File: src/sv/wapc_pkg.sv
package wapc_pkg;

  localparam int HISTORY_DEPTH_DEF = 5;

  localparam int TILT_W   = 16;
  localparam int MUSCLE_W = 12;
  localparam int HOLD_W   = 20;
  localparam int GAIN_W   = 6;
  localparam int MOVE_W   = 22;
  localparam int FILL_W   = 3;
  localparam int WGT_W    = 3;
  // Weight total never exceeds 2+3+4+5+6.
  localparam int WT_W     = 5;
  // Weighted sum of five tilt values, signed.
  localparam int ACC_W    = 21;
  localparam int PROD_W   = ACC_W + GAIN_W + 1;
  // Magnitude of gain times weighted sum stays below 2**26.
  localparam int MAG_W    = 26;
  localparam int CNT_W    = 5;

  localparam int IN_DATA_W  = 56;
  localparam int OUT_DATA_W = 48;
  localparam int APB_AW     = 4;
  localparam int APB_DW     = 32;

  localparam logic [MUSCLE_W-1:0] THRESHOLD_RST = 12'd1900;
  localparam logic [HOLD_W-1:0]   HOLDOFF_RST   = 20'd1000;
  localparam logic [GAIN_W-1:0]   GAIN_X_RST    = 6'd20;
  localparam logic [GAIN_W-1:0]   GAIN_Y_RST    = 6'd40;

  localparam logic [WGT_W-1:0] WEIGHT_BASE = 3'd2;

  // Register indexes on the configuration port.
  localparam logic [1:0] REG_THRESHOLD = 2'd0;
  localparam logic [1:0] REG_HOLDOFF   = 2'd1;
  localparam logic [1:0] REG_GAIN_X    = 2'd2;
  localparam logic [1:0] REG_GAIN_Y    = 2'd3;

  localparam logic CMD_SAMPLE = 1'b0;
  localparam logic CMD_TICK   = 1'b1;

  typedef enum logic [2:0] {
    S_IDLE,
    S_MAC_X,
    S_GAIN_X,
    S_DIV_X,
    S_MAC_Y,
    S_GAIN_Y,
    S_DIV_Y,
    S_OUT
  } state_t;

  typedef struct packed {
    logic                     start;
    logic                     negate;
    logic signed [PROD_W-1:0] dividend;
    logic [WT_W-1:0]          divisor;
  } div_req_t;

  typedef struct packed {
    logic                     done;
    logic signed [MOVE_W-1:0] quotient;
  } div_rsp_t;

endpackage

File: src/sv/wapc_div.sv
module wapc_div (
  input  logic               clk,
  input  logic               rst_n,
  input  wapc_pkg::div_req_t req,
  output wapc_pkg::div_rsp_t rsp
);

  logic                              busy_r, busy_nxt;
  logic                              done_r, done_nxt;
  logic [wapc_pkg::CNT_W-1:0]        cnt_r, cnt_nxt;
  logic [wapc_pkg::MAG_W-1:0]        quo_r, quo_nxt;
  logic [wapc_pkg::WT_W-1:0]         rem_r, rem_nxt;
  logic [wapc_pkg::WT_W-1:0]         div_r, div_nxt;
  logic                              neg_r, neg_nxt;
  logic signed [wapc_pkg::PROD_W-1:0] abs_dividend;
  logic [wapc_pkg::WT_W:0]           trial;
  logic [wapc_pkg::WT_W:0]           diff;
  logic                              fits;
  logic [wapc_pkg::MOVE_W-1:0]       quo_mag;
  logic                              last;

  assign abs_dividend = req.dividend[wapc_pkg::PROD_W-1] ? -req.dividend : req.dividend;
  assign trial = {rem_r, quo_r[wapc_pkg::MAG_W-1]};
  assign diff  = trial - {1'b0, div_r};
  assign fits  = trial >= {1'b0, div_r};
  assign last  = cnt_r == wapc_pkg::CNT_W'(wapc_pkg::MAG_W - 1);

  // One restoring step per cycle: shift in a dividend bit, subtract if it fits.
  always_comb begin
    busy_nxt = busy_r;
    done_nxt = 1'b0;
    cnt_nxt  = cnt_r;
    quo_nxt  = quo_r;
    rem_nxt  = rem_r;
    div_nxt  = div_r;
    neg_nxt  = neg_r;
    if (req.start) begin
      busy_nxt = 1'b1;
      cnt_nxt  = '0;
      quo_nxt  = abs_dividend[wapc_pkg::MAG_W-1:0];
      rem_nxt  = '0;
      div_nxt  = req.divisor;
      neg_nxt  = req.dividend[wapc_pkg::PROD_W-1] ^ req.negate;
    end else if (busy_r) begin
      quo_nxt = {quo_r[wapc_pkg::MAG_W-2:0], fits};
      rem_nxt = fits ? diff[wapc_pkg::WT_W-1:0] : trial[wapc_pkg::WT_W-1:0];
      cnt_nxt = cnt_r + 1'b1;
      if (last) begin
        busy_nxt = 1'b0;
        done_nxt = 1'b1;
      end
    end
  end

  always_ff @(posedge clk) begin
    if (!rst_n) begin
      busy_r <= 1'b0;
      done_r <= 1'b0;
      cnt_r  <= '0;
    end else begin
      busy_r <= busy_nxt;
      done_r <= done_nxt;
      cnt_r  <= cnt_nxt;
    end
    quo_r <= quo_nxt;
    rem_r <= rem_nxt;
    div_r <= div_nxt;
    neg_r <= neg_nxt;
  end

  assign quo_mag      = quo_r[wapc_pkg::MOVE_W-1:0];
  assign rsp.done     = done_r;
  assign rsp.quotient = neg_r ? -$signed(quo_mag) : $signed(quo_mag);

endmodule

File: src/sv/weighted_average_pointer_with_click.sv
// Tilt pointer with weighted moving average and click request. A tick word
// (in_tuser = 1) gives no result and leaves the input ready. A sample word
// gives one result word, worked from the n tilt pairs held (1 to
// HISTORY_DEPTH): one shared multiplier walks the history once for X and
// once for Y, and a shared restoring divider needs 26 steps for each axis,
// with a gain step per axis and an output step at the end.
// The input is not ready while a sample is being worked on. The output
// register holds a finished result until it is taken, and the block
// accepts the next word meanwhile. The user must write registers over the
// APB port only while the block is idle; the block does not enforce this.
module weighted_average_pointer_with_click #(
  parameter int HISTORY_DEPTH = wapc_pkg::HISTORY_DEPTH_DEF
) (
  input  logic                              clk,
  input  logic                              rst_n,
  input  logic                              in_tvalid,
  output logic                              in_tready,
  // tilt_x[15:0], tilt_y[31:16], muscle_a[43:32], muscle_b[55:44]
  input  logic [wapc_pkg::IN_DATA_W-1:0]    in_tdata,
  // cmd[0]
  input  logic                              in_tuser,
  output logic                              out_tvalid,
  input  logic                              out_tready,
  // move_x[21:0], move_y[43:22], double_click[44], zero[47:45]
  output logic [wapc_pkg::OUT_DATA_W-1:0]   out_tdata,
  input  logic                              cfg_psel,
  input  logic                              cfg_penable,
  input  logic                              cfg_pwrite,
  input  logic [wapc_pkg::APB_AW-1:0]       cfg_paddr,
  input  logic [wapc_pkg::APB_DW-1:0]       cfg_pwdata,
  output logic [wapc_pkg::APB_DW-1:0]       cfg_prdata,
  output logic                              cfg_pready
);

  localparam int IDX_W = (HISTORY_DEPTH > 1) ? $clog2(HISTORY_DEPTH) : 1;

  // Configuration registers.
  logic [wapc_pkg::MUSCLE_W-1:0] threshold_r;
  logic [wapc_pkg::HOLD_W-1:0]   holdoff_ticks_r;
  logic [wapc_pkg::GAIN_W-1:0]   gain_x_r;
  logic [wapc_pkg::GAIN_W-1:0]   gain_y_r;
  logic                          cfg_wr;
  logic [1:0]                    cfg_idx;

  wapc_pkg::state_t state_r, state_nxt;

  logic signed [wapc_pkg::TILT_W-1:0] hist_x_r [HISTORY_DEPTH];
  logic signed [wapc_pkg::TILT_W-1:0] hist_y_r [HISTORY_DEPTH];
  logic [wapc_pkg::FILL_W-1:0]        fill_r, fill_nxt;
  logic [wapc_pkg::HOLD_W-1:0]        holdoff_r, holdoff_nxt;
  logic                               click_r, click_nxt;
  logic [wapc_pkg::FILL_W-1:0]        k_r, k_nxt;
  logic signed [wapc_pkg::ACC_W-1:0]  acc_r, acc_nxt;
  logic [wapc_pkg::WT_W-1:0]          wt_r, wt_nxt;
  logic signed [wapc_pkg::MOVE_W-1:0] mx_r, mx_nxt;
  logic                               out_valid_r, out_valid_nxt;
  logic [wapc_pkg::OUT_DATA_W-1:0]    out_data_r, out_data_nxt;

  logic                               accept, sample_acc, tick_acc, full, click_req;
  logic signed [wapc_pkg::TILT_W-1:0] in_x, in_y;
  logic [wapc_pkg::MUSCLE_W-1:0]      in_ma, in_mb;
  logic [wapc_pkg::WGT_W-1:0]         weight;
  logic signed [wapc_pkg::TILT_W-1:0] tap;
  logic                               mac_last;
  logic signed [wapc_pkg::ACC_W-1:0]  mul_a;
  logic [wapc_pkg::GAIN_W-1:0]        mul_b;
  logic signed [wapc_pkg::PROD_W-1:0] product;
  logic                               out_load;

  // Sequencer controls.
  logic mac_en, mac_y, gain_en, gain_y, div_wait;

  wapc_pkg::div_req_t div_req;
  wapc_pkg::div_rsp_t div_rsp;

  // ---------------------------------------------------------------- config
  assign cfg_wr     = cfg_psel && cfg_penable && cfg_pwrite && cfg_pready;
  assign cfg_idx    = cfg_paddr[3:2];
  assign cfg_pready = 1'b1;

  always_ff @(posedge clk) begin
    if (!rst_n) begin
      threshold_r     <= wapc_pkg::THRESHOLD_RST;
      holdoff_ticks_r <= wapc_pkg::HOLDOFF_RST;
      gain_x_r        <= wapc_pkg::GAIN_X_RST;
      gain_y_r        <= wapc_pkg::GAIN_Y_RST;
    end else if (cfg_wr) begin
      unique case (cfg_idx)
        wapc_pkg::REG_THRESHOLD: threshold_r     <= cfg_pwdata[wapc_pkg::MUSCLE_W-1:0];
        wapc_pkg::REG_HOLDOFF:   holdoff_ticks_r <= cfg_pwdata[wapc_pkg::HOLD_W-1:0];
        wapc_pkg::REG_GAIN_X:    gain_x_r        <= cfg_pwdata[wapc_pkg::GAIN_W-1:0];
        wapc_pkg::REG_GAIN_Y:    gain_y_r        <= cfg_pwdata[wapc_pkg::GAIN_W-1:0];
        default: ;
      endcase
    end
  end

  always_comb begin
    unique case (cfg_idx)
      wapc_pkg::REG_THRESHOLD: cfg_prdata = wapc_pkg::APB_DW'(threshold_r);
      wapc_pkg::REG_HOLDOFF:   cfg_prdata = wapc_pkg::APB_DW'(holdoff_ticks_r);
      wapc_pkg::REG_GAIN_X:    cfg_prdata = wapc_pkg::APB_DW'(gain_x_r);
      wapc_pkg::REG_GAIN_Y:    cfg_prdata = wapc_pkg::APB_DW'(gain_y_r);
      default:                 cfg_prdata = '0;
    endcase
  end

  // ---------------------------------------------------------------- input
  assign in_x  = in_tdata[15:0];
  assign in_y  = in_tdata[31:16];
  assign in_ma = in_tdata[43:32];
  assign in_mb = in_tdata[55:44];

  assign in_tready  = (state_r == wapc_pkg::S_IDLE);
  assign accept     = in_tvalid && in_tready;
  assign sample_acc = accept && (in_tuser == wapc_pkg::CMD_SAMPLE);
  assign tick_acc   = accept && (in_tuser == wapc_pkg::CMD_TICK);
  assign full       = fill_r >= wapc_pkg::FILL_W'(HISTORY_DEPTH);
  assign click_req  = ((in_ma > threshold_r) || (in_mb > threshold_r)) && (holdoff_r == '0);

  // Once the history is full the oldest pair drops out and the rest move down.
  for (genvar i = 0; i < HISTORY_DEPTH; i++) begin : g_hist
    if (i == HISTORY_DEPTH - 1) begin : g_top
      always_ff @(posedge clk) begin
        if (sample_acc && (full || fill_r == wapc_pkg::FILL_W'(i))) begin
          hist_x_r[i] <= in_x;
          hist_y_r[i] <= in_y;
        end
      end
    end else begin : g_low
      always_ff @(posedge clk) begin
        if (sample_acc) begin
          if (full) begin
            hist_x_r[i] <= hist_x_r[i+1];
            hist_y_r[i] <= hist_y_r[i+1];
          end else if (fill_r == wapc_pkg::FILL_W'(i)) begin
            hist_x_r[i] <= in_x;
            hist_y_r[i] <= in_y;
          end
        end
      end
    end
  end

  always_comb begin
    fill_nxt    = fill_r;
    holdoff_nxt = holdoff_r;
    click_nxt   = click_r;
    if (tick_acc) begin
      if (holdoff_r != '0) begin
        holdoff_nxt = holdoff_r - 1'b1;
      end
    end else if (sample_acc) begin
      if (!full) begin
        fill_nxt = fill_r + 1'b1;
      end
      click_nxt = click_req;
      if (click_req) begin
        holdoff_nxt = holdoff_ticks_r;
      end
    end
  end

  // ---------------------------------------------------------------- sequencer
  assign mac_last = (k_r + 1'b1) == fill_r;

  always_comb begin
    state_nxt = state_r;
    unique case (state_r)
      wapc_pkg::S_IDLE:   if (sample_acc) state_nxt = wapc_pkg::S_MAC_X;
      wapc_pkg::S_MAC_X:  if (mac_last) state_nxt = wapc_pkg::S_GAIN_X;
      wapc_pkg::S_GAIN_X: state_nxt = wapc_pkg::S_DIV_X;
      wapc_pkg::S_DIV_X:  if (div_rsp.done) state_nxt = wapc_pkg::S_MAC_Y;
      wapc_pkg::S_MAC_Y:  if (mac_last) state_nxt = wapc_pkg::S_GAIN_Y;
      wapc_pkg::S_GAIN_Y: state_nxt = wapc_pkg::S_DIV_Y;
      wapc_pkg::S_DIV_Y:  if (div_rsp.done) state_nxt = wapc_pkg::S_OUT;
      wapc_pkg::S_OUT:    if (!out_valid_r || out_tready) state_nxt = wapc_pkg::S_IDLE;
      default:            state_nxt = wapc_pkg::S_IDLE;
    endcase
  end

  always_comb begin
    mac_en   = 1'b0;
    mac_y    = 1'b0;
    gain_en  = 1'b0;
    gain_y   = 1'b0;
    div_wait = 1'b0;
    out_load = 1'b0;
    unique case (state_r)
      wapc_pkg::S_MAC_X:  mac_en = 1'b1;
      wapc_pkg::S_MAC_Y: begin
        mac_en = 1'b1;
        mac_y  = 1'b1;
      end
      wapc_pkg::S_GAIN_X: gain_en = 1'b1;
      wapc_pkg::S_GAIN_Y: begin
        gain_en = 1'b1;
        gain_y  = 1'b1;
      end
      wapc_pkg::S_DIV_X,
      wapc_pkg::S_DIV_Y:  div_wait = 1'b1;
      wapc_pkg::S_OUT:    out_load = !out_valid_r || out_tready;
      default: ;
    endcase
  end

  // ---------------------------------------------------------------- datapath
  assign weight = k_r + wapc_pkg::WEIGHT_BASE;
  assign tap    = mac_y ? hist_y_r[k_r[IDX_W-1:0]] : hist_x_r[k_r[IDX_W-1:0]];

  // The one multiplier serves the weighted taps and the final gain.
  assign mul_a   = gain_en ? acc_r : wapc_pkg::ACC_W'(tap);
  assign mul_b   = gain_en ? (gain_y ? gain_y_r : gain_x_r) : wapc_pkg::GAIN_W'(weight);
  assign product = mul_a * $signed({1'b0, mul_b});

  assign div_req.start    = gain_en;
  assign div_req.negate   = gain_y;
  assign div_req.dividend = product;
  assign div_req.divisor  = wt_r;

  wapc_div u_div (
    .clk   (clk),
    .rst_n (rst_n),
    .req   (div_req),
    .rsp   (div_rsp)
  );

  always_comb begin
    k_nxt   = k_r;
    acc_nxt = acc_r;
    wt_nxt  = wt_r;
    mx_nxt  = mx_r;
    if (sample_acc) begin
      k_nxt   = '0;
      acc_nxt = '0;
      wt_nxt  = '0;
    end else if (mac_en) begin
      acc_nxt = acc_r + product[wapc_pkg::ACC_W-1:0];
      k_nxt   = mac_last ? '0 : k_r + 1'b1;
      if (!mac_y) begin
        wt_nxt = wt_r + wapc_pkg::WT_W'(weight);
      end
    end else if (gain_en) begin
      acc_nxt = '0;
    end
    if (div_wait && div_rsp.done && state_r == wapc_pkg::S_DIV_X) begin
      mx_nxt = div_rsp.quotient;
    end
  end

  // ---------------------------------------------------------------- output
  always_comb begin
    out_valid_nxt = out_valid_r;
    out_data_nxt  = out_data_r;
    if (out_load) begin
      out_valid_nxt = 1'b1;
      out_data_nxt  = {3'b000, click_r, div_rsp.quotient, mx_r};
    end else if (out_tready) begin
      out_valid_nxt = 1'b0;
    end
  end

  // The Y quotient is held by the divider until the next start, so S_OUT may wait.
  always_ff @(posedge clk) begin
    if (!rst_n) begin
      state_r     <= wapc_pkg::S_IDLE;
      fill_r      <= '0;
      holdoff_r   <= '0;
      out_valid_r <= 1'b0;
    end else begin
      state_r     <= state_nxt;
      fill_r      <= fill_nxt;
      holdoff_r   <= holdoff_nxt;
      out_valid_r <= out_valid_nxt;
    end
    click_r    <= click_nxt;
    k_r        <= k_nxt;
    acc_r      <= acc_nxt;
    wt_r       <= wt_nxt;
    mx_r       <= mx_nxt;
    out_data_r <= out_data_nxt;
  end

  assign out_tvalid = out_valid_r;
  assign out_tdata  = out_data_r;

  // ---------------------------------------------------------------- checks
  a_fill_bound: assert property (@(posedge clk) disable iff (!rst_n)
    fill_r <= wapc_pkg::FILL_W'(HISTORY_DEPTH))
    else $error("history fill count beyond depth");

  a_sample_busy: assert property (@(posedge clk) disable iff (!rst_n)
    sample_acc |=> !in_tready)
    else $error("input ready straight after a sample word");

  a_click_reload: assert property (@(posedge clk) disable iff (!rst_n)
    (sample_acc && click_req) |=> holdoff_r == $past(holdoff_ticks_r))
    else $error("hold-off not reloaded after a click");

  a_div_done_state: assert property (@(posedge clk) disable iff (!rst_n)
    div_rsp.done |-> (state_r == wapc_pkg::S_DIV_X || state_r == wapc_pkg::S_DIV_Y))
    else $error("divider finished outside a divide state");

endmodule

File: config.mk
export PLATFORM = sky130hd
export DESIGN_NAME = weighted_average_pointer_with_click
export DESIGN_NICKNAME = d
export VERILOG_FILES = /design/src/sv/wapc_pkg.sv /design/src/sv/wapc_div.sv /design/src/sv/weighted_average_pointer_with_click.sv
export SDC_FILE = /design/constraint.sdc
export NUM_CORES = 1
export LEC_CHECK = 0
export BUFFER_PORTS_ARGS = -buffer_cell sky130_fd_sc_hd__buf_2
export CAP_MARGIN = 0
export CORE_UTILIZATION = 50
export DETAILED_ROUTE_END_ITERATION = 10
export GPL_ROUTABILITY_DRIVEN = 1
export GPL_TIMING_DRIVEN = 0
export PLACE_DENSITY = 0.65
export RECOVER_POWER = 100
export REMOVE_ABC_BUFFERS = 1
export SYNTH_ARGS = -nofsm -noshare
export SYNTH_HDL_FRONTEND = slang
export SYNTH_SLANG_ARGS = --single-unit
File: constraint.sdc
create_clock -name clk -period 23.8 [get_ports clk]
set_input_delay 2.38 -clock clk [delete_from_list [all_inputs] [get_ports clk]]
set_output_delay 2.38 -clock clk [all_outputs]
set_load 0.01 [all_outputs]
# After elaboration in Yosys (flattened, before gate mapping)
# Memory sizes are Yosys's and may differ from the RTL's. A register that Yosys moved wholly into a read port is not among the register bits.
# Index checks and enable logic that the tools add are counted.
word_totals:
  out_inout_bits: 83
  inputBits: 100
  elab_cells: 182
  mem_bits_rw: 160
  reg_bits: 212
  n_memories: 2
op_classes:
  n_bitwise: 15
  n_mul: 1
  reduce_logical: 37
  eq_ne: 23
  mux: 69
  add_sub_neg: 10
  magnitude_cmp: 4
memory_table:
  columns: ["memory", "words", "width", "read_ports", "rd_ports_with_merged_regs", "write_ports", "line_no", "source"]
  rows:
  - ["hist_x_r", 5, 16, 5, 1, 5, "weighted_average_pointer_with_click.sv:47", "logic signed [wapc_pkg::TILT_W-1:0] hist_x_r [HISTORY_DEPTH];"]
  - ["hist_y_r", 5, 16, 5, 1, 5, "weighted_average_pointer_with_click.sv:48", "logic signed [wapc_pkg::TILT_W-1:0] hist_y_r [HISTORY_DEPTH];"]
ops:
  columns: ["operator", "n"]
  rows:
  - ["16-bit two-way mux", 9]
  - ["32-bit one-hot mux with 4 select lines", 1]
  - ["20-bit two-way mux", 4]
  - ["26-bit two-way mux", 3]
  - ["21-bit two-way mux", 3]
  - ["1-bit two-way mux", 33]
  - ["3-bit two-way mux", 11]
  - ["21-bit by 7-bit multiplier with 28-bit output", 1]
  - ["26-bit negator", 1]
  - ["12-bit > comparator", 2]
  - ["3-bit one-hot mux with 8 select lines", 1]
  - ["22-bit two-way mux", 1]
  - ["22-bit negator", 1]
  - ["21-bit adder", 1]
  - ["20-bit zero test", 1]
  - ["20-bit nonzero test", 1]
  - ["20-bit by 1-bit subtractor with 20-bit output, second input constant", 1]
  - ["3-bit equality test, second input constant", 5]
  - ["3-bit by 2-bit equality test with 1-bit output, second input constant", 4]
  - ["6-bit two-way mux", 2]
  - ["2-bit AND reduction", 6]
  - ["2-bit nonzero test", 5]
  - ["1-bit logical AND", 9]
  - ["2-bit by 1-bit != test with 1-bit output, second input constant", 4]
  - ["25 further kinds", 49]

# Logic depth before layout (Yosys ltp)
# Gate-level depths: netlist of run 1.
logic_depth:
  word_depth: 8
  depth_mapped: 33
  mapped_depth_nobuf: 30

# By module
# Synthesis of run 1 repeated with hierarchy kept, for this count alone.
hier_totals:
  hier_cells: 2180
  area_unflattened_um2: 23911.7
modules_own_cells:
  columns: ["mod", "area_each_um2", "cells_each", "instances", "seq_area_each_um2"]
  rows:
  - ["weighted_average_pointer_with_click", 20656.1, 1809, 1, 8908.5]
  - ["wapc_div", 3255.6, 371, 1, 1201.2]

# Least setup slack after synthesis of run 1
# Ideal clock, no wire load.
synth_path:
  path_type: "register -> register"
  from: "register (tool-made name)"
  to: "register acc_r[19] in the netlist's numbering"
  arrival_ns: 8.456
  setup_time_ns: 0.072
  path_buffers: 3
  required_time_ns: 23.728
  stages_incl_launch_ff: 32
  path_slack_ns: 15.272
  synth_period_minus_slack_ns: 8.528
  path_cell_list: "dfxtp_1 -> buf_6 -> clkbuf_1 -> buf_1 -> mux4_2 -> mux4_2 -> mux2i_1 -> nor2_1 -> fa_1 -> inv_1 -> fa_1 -> inv_1 -> fa_1 -> inv_1 -> fa_1 -> inv_1 -> ha_1 -> o21a_1 -> a21boi_0 -> or4_1 -> nand3_1 -> ha_1 -> a21o_1 -> a21o_1 -> a21o_1 -> a21o_1 -> a221oi_1 -> o21bai_1 -> a21oi_1 -> o21bai_1 -> a21oi_1 -> mux2i_1"
synth_rtl:
  columns: ["item", "line_no", "source"]
  rows:
  - ["to (signal assigned)", "weighted_average_pointer_with_click.sv:278", "acc_r <= acc_nxt;"]
  - ["to (decl)", "weighted_average_pointer_with_click.sv:53", "logic signed [wapc_pkg::ACC_W-1:0] acc_r, acc_nxt;"]

# Final worst setup path of run 1
layout_path:
  from: "register state_r[1]"
  to: "register u_div.quo_r[25] in the netlist's numbering (data pin)"
layout_via:
  elab_chain_len: 8
  elab_cells_between_ends: 15
  classes_between: "add/sub (1); mul (1); eq/ne (3); mux (9); reduce/logical (1)"
layout_lines:
  columns: ["item", "line_no", "source"]
  rows:
  - ["from (decl)", "weighted_average_pointer_with_click.sv:45", "wapc_pkg::state_t state_r, state_nxt;"]
  - ["from (signal assigned)", "weighted_average_pointer_with_click.sv:266", "state_r <= wapc_pkg::S_IDLE;"]
  - ["from (signal assigned)", "weighted_average_pointer_with_click.sv:271", "state_r <= state_nxt;"]
  - ["3-bit equality test / 3-bit by 2-bit equality test with 1-bit output (equally long branches)", "weighted_average_pointer_with_click.sv:189", "unique case (state_r)"]
  - ["1-bit two-way mux / 2-bit OR reduction (equally long branches)", null, null]
  - ["16-bit two-way mux (tied with other cells)", "weighted_average_pointer_with_click.sv:209", "assign tap = mac_y ? hist_y_r[k_r[IDX_W-1:0]] : hist_x_r[k_r[IDX_W-1:0]];"]
  - ["21-bit two-way mux / 6-bit two-way mux (equally long branches)", "weighted_average_pointer_with_click.sv:212, weighted_average_pointer_with_click.sv:213", null]
  - ["21-bit by 7-bit multiplier with 28-bit output", "weighted_average_pointer_with_click.sv:214", "assign product = mul_a * $signed({1'b0, mul_b});"]
  - ["26-bit negator", "wapc_div.sv:22", "assign abs_dividend = req.dividend[wapc_pkg::PROD_W-1] ? -req.dividend : req.dividend;"]
  - ["26-bit two-way mux", "wapc_div.sv:22", null]
  - ["26-bit two-way mux (*)", "wapc_div.sv:37", "if (req.start) begin"]
  - ["via u_div.quo_nxt, one bit", "wapc_div.sv:11", "logic [wapc_pkg::MAG_W-1:0] quo_r, quo_nxt;"]
  - ["to (signal assigned)", "wapc_div.sv:65", "quo_r <= quo_nxt;"]
  - ["to (decl)", "wapc_div.sv:11", null]
# Mark *: on every way through the listed nets, which the timed path passes. The rest lies on a longest branch.
# A chain may end at the register's enable or synchronous reset.

==> results of run 1 <==
-- worst max-delay path: stages, from the launching register on --
cell	delay, ps
dfxtp_1	710
and3b_1	380
nor2_1	1190
inv_1	850
clkbuf_1	730
a21oi_1	720
nor2_1	110
fa_1	530
fa_1	460
fa_1	540
inv_1	50
fa_1	540
inv_1	60
ha_1	410
nand2_1	110
nor4_1	660
o32ai_1	300
o2111ai_1	270
a21oi_1	110
xnor2_1	1490
a41oi_1	140
xnor2_1	290
a21oi_1	160
-- through the flow --
step | instance area [um^2] | utilization | hold WS, ps | cells | setup slack (ps)
final | 26000 | 0.561 | 417 | 2898 | 12590
after global routing | 26000 | 0.561 | 422 | 2897 | 11650
after CTS | 26400 | 0.569 | 415 | 2897 | 14730
after detailed placement | 25100 | 0.541 | 405 | 2823 | 14740
after global placement | 24600 | 0.530 | 403 | 2799 | 11630
after floorplan | 23100 | - | 400 | 2040 | 14370
-- flip-flops by register name, indices dropped and copies added, names as in the netlist, 6 cells and up, named ones only --
signal and flops:
hist_y_r 80, acc_r 21, hist_x_r 80, holdoff_ticks_r 20, threshold_r 12, gain_y_r 6, holdoff_r 20, u_div.quo_r 26
out_tdata 45, mx_r 22, gain_x_r 6
-- per-layer routing --
layer  track usage  vias to the layer above
met5             0                        -
met4        0.0530                        0
met3        0.0362                       69
met2         0.362                      413
met1         0.319                     8086
li1              -                     7883
-- area by class of cell --
type | instances | area (um^2) | share of cell area
tap | 607 | 759 | 0.0292
multi-input combinational | 1501 | 12400 | 0.475
clock inverter | 21 | 161 | 0.00620
antenna | 1 | 2.50 | 0.0000961
clock buffer | 53 | 1160 | 0.0444
timing repair buffer | 176 | 863 | 0.0331
sequential | 375 | 10100 | 0.388
inverter | 164 | 616 | 0.0236
-- cell usage in the layout (no fill, tap or decap), drive strengths merged, types with 35 or more instances in the layout --
cell	count
edfxtp	260
nor2	235
inv	165
clkbuf	164
nand2	155
mux2	129
ha	119
dfxtp	115
a21oi	112
fa	90
xnor2	74
buf	65
o21ai	63
mux4	53
mux2i	41
nand2b	35
-- worst max-delay path by stage --
stage               slack [ps]         endpoint
floorplan                14370        acc_r[19]
global placement         11630        acc_r[20]
detailed placement       14740        acc_r[20]
CTS                      14730        acc_r[19]
global route             11650  u_div.quo_r[25]
finish                   12590  u_div.quo_r[25]
-- cell families after synthesis --
group                      count (synthesis)  synth area share
and+or+nand+nor                          588             0.114
DFF                                      375             0.429
AOI/OAI and AO/OA                        368             0.102
buffers and inverters                    279            0.0476
muxes                                    223             0.130
adders and majority gates                209             0.140
xor gates and xnor gates                  97            0.0367
other                                      2          0.000319
==> run_results.csv, run 1 <==
group,metric,value,unit
floorplanning,rows,79,
timing,max_slew.worst_pin.slew,2130,ps
grt,grt_max_degree,39,
synth,synth_area_leader_cell,"edfxtp_1",
synth,yosysMostFrequentCell,"edfxtp_1",
grt,antenna_found_initial,1,
floorplanning,die_area,48000,um^2
route,met1_length,24400,um
floorplanning,io_pins,183,
worst_setup_path,worstSetupPathType,"flip-flop to flip-flop",
timing,hold_violations,0,
grt,grt_pass1_vias,16425,
floorplanning,die_x,219,um
layout,syn_to_final_growth,10.7,%
synth,syn_inst,2141,
min_path,min_to,"out_tdata[16]",
worst_setup_path,worstPathArrival,11400,ps
layout,fin_nets,2568,
clock_tree,cts_hold_buf,0,
worst_setup_path,crit_path_end_kind,"flip-flop",
outcome,violations,"max-capacitance violations, max-slew violations",
clock_tree,clockBufferDepth,3,
worst_setup_path,worstPathMaxFanout,31,
clock_tree,post_cts_buffers,0,
route,first_iter_violations,1077,
route,top_layer_used,"met4",
layout,drive_gt1_frac,0.146,
timing,setup_viol,0,
synth,synth_edf_count,260,
layout,fill_cells,3960,
clock_tree,clkLatencyLatePin,570,ps
clock_tree,clk_pin_slew,60,ps
synth,synth_seq_cells,375,
synth,synth_commonest_cells,"260 x edfxtp_1, 233 x nor2_1, 164 x inv_1, 155 x nand2_1, 129 x mux2_2",
timing,tns,0,ps
clock_tree,cts_buffers,41,
floorplanning,coreArea,46500,um^2
clock_tree,clock_sinks,375,
clock_tree,cts_tree,"done",
grt,gr-total-overflow,0,
floorplanning,start_util,0.507,
route,dr.pass1.iters,5,
worst_setup_path,worst_ep_required_time,24000,ps
place,place.port_buffers,152,
synth,ys_types,76,
worst_setup_path,r2r_start,"state_r[1]",
synth,ys.flop_type,"edfxtp_1",
clock_tree,post_cts_resized,0,
route,via_count,16451,
clock_tree,htreeDepth,2,
route,drt.antenna.violating_nets,0,
worst_setup_path,rr_worst_depth,22,
route,wl,52900,um
synth,synth_area,23500,um^2
timing,rsz0062_at_grt,"false",
route,met2_length,24600,um
synth,synthArstFlopShare,0,
route,drc,0,
synth,synthTopCellsByArea,"edfxtp_1 33%, dfxtp_1 9.8%, fa_1 7.7%",
worst_setup_path,crit_start,"state_r[1]",
outcome,status,"finished with violations",
flow_run,maxCapViolCount,13,
synth,yosys_warnings,0,
min_path,whs_path_depth,0,
route,dr_wl_met3,2980,um
timing,finClkSkew,28.6,ps
grt,grtUsageTotal,0.225,
timing,fin_crit_sh,0.471,
timing,relSlewSlack,-0.423,
floorplanning,die_y,219,um
timing,fin_crit,11210,ps
route,vias_per_cell,5.68,
clock_tree,cts_root_buffer,"clkbuf_16",
timing,max_clock_freq,89.2,MHz
synth,synth_top_cell_area_share,0.332,
place,dp_hpwl,38900,um
min_path,hp-class,"flip-flop to flip-flop",
worst_setup_path,cp-start-kind,"flip-flop",
min_path,min_from,"mx_r[16]",
worst_setup_path,rrSetupSlack,12590,ps
grt,grt_pass1_wl,86400,um
timing,drv_slew,327,
synth,ys_seq_area_frac,0.429,
place,gp_congestion,0.892,
synth,syn_area_per_cell,11.0,um^2
route,wl_per_cell,18.3,um
worst_setup_path,reg2reg_to,"u_div.quo_r[25]",
Power of run 1 is left out: the tool's default activity adds up to more than one toggle a clock period on the data nets, which glitch-free logic cannot reach.
==> run 2, diff against run 1 <==
Settings changed: ABC_AREA from default to 1, PLACE_DENSITY 0.65 to 0.68.
Clock period 23.8 ns to 9.5 ns, I/O delays scaled along.
==> run 2 against run 1 <==
Final cell count is 33% higher. Sequential cell count stayed put. Global-route usage is 3.0 points higher. Largest cell class unchanged. Non-clock buffer count is 11 lower. Wire length is 20% higher. Worst hold slack worse by 2.2 ps. The flow still finishes with violations (max-capacitance violations, max-slew violations). Area after synthesis is 4.5% higher.
==> run_results.csv, run 2 <==
group,metric,value,unit
worst_setup_path,crit_start,"state_r[0]",
clock_tree,clkLatencyLatePin,560,ps
worst_setup_path,cp-start-kind,"flip-flop",
route,wl,63500,um
timing,fin_crit_sh,0.926,
layout,fin_nets,3482,
synth,synth_edf_count,260,
timing,max_slew.worst_pin.slew,2610,ps
clock_tree,cts_hold_buf,0,
floorplanning,die_x,224,um
grt,gr-total-overflow,0,
worst_setup_path,crit_path_top_delay_cell,"o21ai_0",
synth,ys.flop_type,"edfxtp_1",
layout,utilization,0.564,
grt,grt_pass1_wl,103000,um
synth,yosys.area_share.simple,0.225,
clock_tree,post_cts_buffers,0,
place,place_area,25900,um^2
timing,fin_crit,8800,ps
grt,grt_max_degree,67,
worst_setup_path,rr_worst_depth,30,
floorplanning,die_area,50100,um^2
clock_tree,clockBufferDepth,3,
timing,tns,0,ps
clock_tree,cts_buffers,42,
outcome,violations,"max-capacitance violations, max-slew violations",
clock_tree,clk_pin_slew,60,ps
worst_setup_path,endpoint,"acc_r[14]",
clock_tree,clock_sinks,375,
flow_run,maxCapViolCount,11,
synth,syn_inst,3079,
min_path,hp-class,"flip-flop to flip-flop",
synth,synthXorXnorAreaFrac,0.0174,
worst_setup_path,worstSetupPathType,"flip-flop to flip-flop",
timing,setup_viol,0,
timing,drv_slew,389,
synth,ys_types,56,
clock_tree,cts_tree,"done",
place,place.port_buffers,152,
worst_setup_path,crit_top_cell,"inv_1",
outcome,status,"finished with violations",
layout,final_cell_mix,"721 x nand2_1, 393 x inv_1, 366 x nor2_1, 325 x o21ai_0, 260 x edfxtp_1",
worst_setup_path,worstPathArrival,9190,ps
worst_setup_path,worst_ep_required_time,9900,ps
synth,synth_compound_area_frac,0.126,
synth,yosysMostFrequentCell,"nand2_1",
layout,seqCellArea,10100,um^2
route,dr.pass1.iters,6,
route,drc,0,
timing,finClkSkew,11.3,ps
timing,relSlewSlack,-0.740,
route,wl_per_cell,16.4,um
synth,synth_area_leader_cell,"edfxtp_1",
layout,layout_commonest_cell,"nand2_1",
layout,drive_gt1_frac,0.0568,
worst_setup_path,reg2reg_to,"acc_r[14]",
place,gp_congestion,0.918,
synth,yosys_warnings,0,
layout,multiInputGateArea,12400,um^2
synth,syn_area_per_cell,7.99,um^2
synth,ys_seq_area_frac,0.411,
synth,synth_top_family_by_area,"simple AND/OR/NAND/NOR gates",
layout,syn_to_final_growth,10.3,%
route,vias_per_cell,5.41,
floorplanning,coreArea,48100,um^2
synth,synth_fa_ha_area_frac,0.134,
floorplanning,rows,80,
worst_setup_path,crit_path_end_kind,"flip-flop",
timing,max_clock_freq,114,MHz
layout,finalInstanceArea,27100,um^2
grt,grt_pass1_vias,20399,
synth,muxShareOfSynthArea,0.00122,
layout,fill_cells,4414,
route,first_iter_violations,1638,
timing,rsz0062_at_grt,"false",
synth,synthArstFlopShare,0,
timing,hold_violations,0,
synth,synth_seq_cells,375,
synth,synth_top_cell_area_share,0.317,
worst_setup_path,critPathMaxStageDelay,880,ps
synth,synth_commonest_cells,"716 x nand2_1, 390 x inv_1, 365 x nor2_1, 326 x o21ai_0, 260 x edfxtp_1",
clock_tree,cts_root_buffer,"clkbuf_16",
grt,grtUsageTotal,0.255,
floorplanning,die_y,224,um
synth,synthTopCellsByArea,"edfxtp_1 32%, nand2_1 11%, dfxtp_1 9.4%",
worst_setup_path,rrSetupSlack,700,ps
worst_setup_path,r2r_start,"state_r[0]",
worst_setup_path,worstPathMaxFanout,58,
floorplanning,io_pins,183,
grt,antenna_found_initial,2,
place,dp_hpwl,45400,um
route,drt.antenna.violating_nets,0,
min_path,whs_path_depth,0,
synth,synth_area,24600,um^2
clock_tree,htreeDepth,2,
route,via_count,20915,
floorplanning,start_util,0.511,
==> run 2: final cells by class <==
class                   count  share of cell area
diodes                      2            0.000184
inverters                 399              0.0556
clock inverters            19              0.0114
multi-input cells        2189               0.459
flip-flops and latches    375               0.373
repair buffers            165              0.0262
clock buffers              58              0.0448
well taps                 656              0.0302
repair inverters            1            0.000184
==> run 2: per-layer routing <==
layer / vias up / GRT usage / part of all wire / wire length, um
li1: 10294 / - / - / -
met1: 9798 / 0.338 / 0.43 / 27400
met2: 710 / 0.436 / 0.48 / 30300
met3: 113 / 0.0292 / 0.064 / 4060
met4: 0 / 0.0835 / 0.027 / 1740
met5: - / 0 / 0 / 0
==> run 2: cells by family after synthesis <==
kind of cell    count (synthesis)
flops                         375
buf+inv                       529
compound gates                568
mux                             3
simple gates                 1344
xor+xnor                       49
other cells                     2
fa+ha+maj                     209
==> run 2: critical path: cells and delay by family (launching register included) <==
kind                     cells  cell delay, ps
adder cells (fa/ha/maj)      6            2820
flip-flops                   1             490
buffers and inverters        7             750
AO/OA/AOI/OAI                6            1940
AND/OR/NAND/NOR             11            2560
==> run 2: worst min-delay path by stage <==
stage                        start            end
after detailed placement  mx_r[17]  out_tdata[17]
after floorplan            mx_r[0]   out_tdata[0]
after global routing      mx_r[15]  out_tdata[15]
after CTS                 mx_r[15]  out_tdata[15]
after global placement     mx_r[7]   out_tdata[7]
final                     mx_r[15]  out_tdata[15]
==> run 2: stage by stage <==
| stage | instances | worst slack (ps) | hold WS [ps] |
|---|---|---|---|
| 2_1_floorplan | 2963 | 1160 | 400 |
| 3_3_place_gp | 3771 | -2350 | 401 |
| 3_5_place_dp | 3784 | -332 | 405 |
| 4_1_cts | 3862 | 79.7 | 417 |
| 5_1_grt | 3864 | 103 | 416 |
| 6_report | 3864 | 704 | 415 |
==> run 2: timing repair <==
item                                    in CTS  in global routing
cloned                                       1                  0
endpoints found under the setup margin       8                 23
gates resized for setup                      1                  5
Power of run 2 is left out for the same reason.
==> run 3, diff against run 2 <==
Settings changed: CORE_ASPECT_RATIO from default to 0.75, CTS_BUF_LIST from default to sky130_fd_sc_hd__clkbuf_8.
==> run 3 against run 2 <==
The flow still finishes with violations (max-capacitance violations, max-slew violations). Wire length rose by 2.5%. Design area fell by 0.15%. First-iteration DRC count up 12%. Highest routed layer unchanged.
==> run_results.csv, run 3 (synthesized netlist as in run 2, its figures left out) <==
group,metric,value,unit
outcome,status,"finished with violations",
outcome,violations,"max-capacitance violations, max-slew violations",
place,place.port_buffers,152,
min_path,hp-class,"flip-flop to flip-flop",
timing,fin_crit,9050,ps
timing,tns,0,ps
grt,grt_pass1_vias,20278,
clock_tree,cts_tree,"done",
route,dr.pass1.iters,5,
grt,grt_pass1_wl,105000,um
worst_setup_path,crit_path_top_delay_cell,"o21ai_2",
layout,num_antenna_cells,0,
layout,layout_commonest_cell,"nand2_1",
timing,max_clock_freq,111,MHz
timing,rsz0062_at_grt,"true",
worst_setup_path,critPathMaxStageDelay,930,ps
worst_setup_path,worstPathArrival,9540,ps
route,wl,65100,um
route,drc,0,
layout,final_cell_mix,"711 x nand2_1, 410 x inv_1, 364 x nor2_1, 322 x o21ai_0, 260 x edfxtp_1",
timing,max_slew.worst_pin.slew,2680,ps
worst_setup_path,crit_top_cell,"inv_1",
worst_setup_path,cp-start-kind,"flip-flop",
floorplanning,die_area,50100,um^2
layout,drive_gt1_frac,0.0922,
grt,gr-total-overflow,0,
worst_setup_path,worstSetupPathType,"flip-flop to flip-flop",
clock_tree,clk_pin_slew,60,ps
grt,grtUsageTotal,0.260,
route,via_count,21075,
clock_tree,post_cts_buffers,0,
clock_tree,clkLatencyLatePin,670,ps
route,wl_per_cell,16.7,um
route,drt.antenna.violating_nets,0,
flow_run,maxCapViolCount,2,
floorplanning,coreArea,48700,um^2
layout,syn_to_final_growth,10.1,%
clock_tree,clockBufferDepth,3,
grt,antenna_found_initial,0,
worst_setup_path,crit_path_end_kind,"flip-flop",
floorplanning,die_y,194,um
floorplanning,io_pins,183,
timing,hold_violations,0,
timing,relSlewSlack,-0.787,
timing,fin_crit_sh,0.952,
clock_tree,cts_hold_buf,0,
place,dp_hpwl,46600,um
timing,finClkSkew,37.3,ps
route,first_iter_violations,1841,
worst_setup_path,worstPathMaxFanout,58,
route,vias_per_cell,5.41,
clock_tree,cts_buffers,60,
layout,fin_nets,3501,
worst_setup_path,worst_ep_required_time,10000,ps
timing,setup_viol,0,
floorplanning,die_x,258,um
clock_tree,clock_sinks,375,
timing,drv_slew,104,
grt,grt_max_degree,67,
place,gp_congestion,0.952,
clock_tree,htreeDepth,2,
clock_tree,cts_root_buffer,"clkbuf_8",
floorplanning,start_util,0.505,
floorplanning,rows,70,
-- run 3: stage by stage --
step	util	hold WS (ps)	instances	area [um^2]	setup WS, ps
2_1_floorplan	-	400	2963	24100	1160
3_3_place_gp	0.526	401	3763	25600	-2390
3_5_place_dp	0.533	405	3776	25900	-598
4_1_cts	0.557	392	3890	27100	10.7
5_1_grt	0.556	415	3892	27100	-93.6
6_report	0.556	407	3892	27100	453
-- run 3: path summary, 6_finish.rpt --
path	startpoint	endpoint	cells after the start	slack, ps
max	state_r[0]	acc_r[14]	30	450
min	click_r	out_tdata[44]	0	410
max reg2reg	state_r[0]	acc_r[14]	30	450
min reg2reg	click_r	out_tdata[44]	0	410
-- run 3: worst max-delay path: cells and delay by family, from the launching register on --
family / cells / cell delay [ps]
adder cells (fa/ha/maj): 6 / 2840
AND/OR/NAND/NOR: 11 / 2720
AO/OA/AOI/OAI: 6 / 1950
buffers and inverters: 7 / 820
flip-flops: 1 / 500
-- run 3: layout make-up --
class | instances | area (um^2)
multi-input cells | 2189 | 12500
clock inverters | 42 | 195
well taps | 648 | 811
repair inverters | 1 | 5.00
repair buffers | 166 | 968
fillers | 4619 | 21600
flip-flops and latches | 375 | 10100
inverters | 399 | 1510
clock buffers | 72 | 991
-- run 3: routing by layer --
layer / vias up / routed length, um / global-route usage
met2: 809 / 29000 / 0.414
met1: 9845 / 29700 / 0.368
li1: 10341 / - / -
met4: 0 / 1050 / 0.0620
met3: 80 / 5330 / 0.0427
met5: - / 0 / 0
-- run 3: repair_timing --
item,4_1_cts,5_1_grt
gates cloned,0,1
setup endpoints to repair,12,36
hold endpoints to repair,0,0
resized for setup,3,5
Power of run 3 is left out for the same reason.
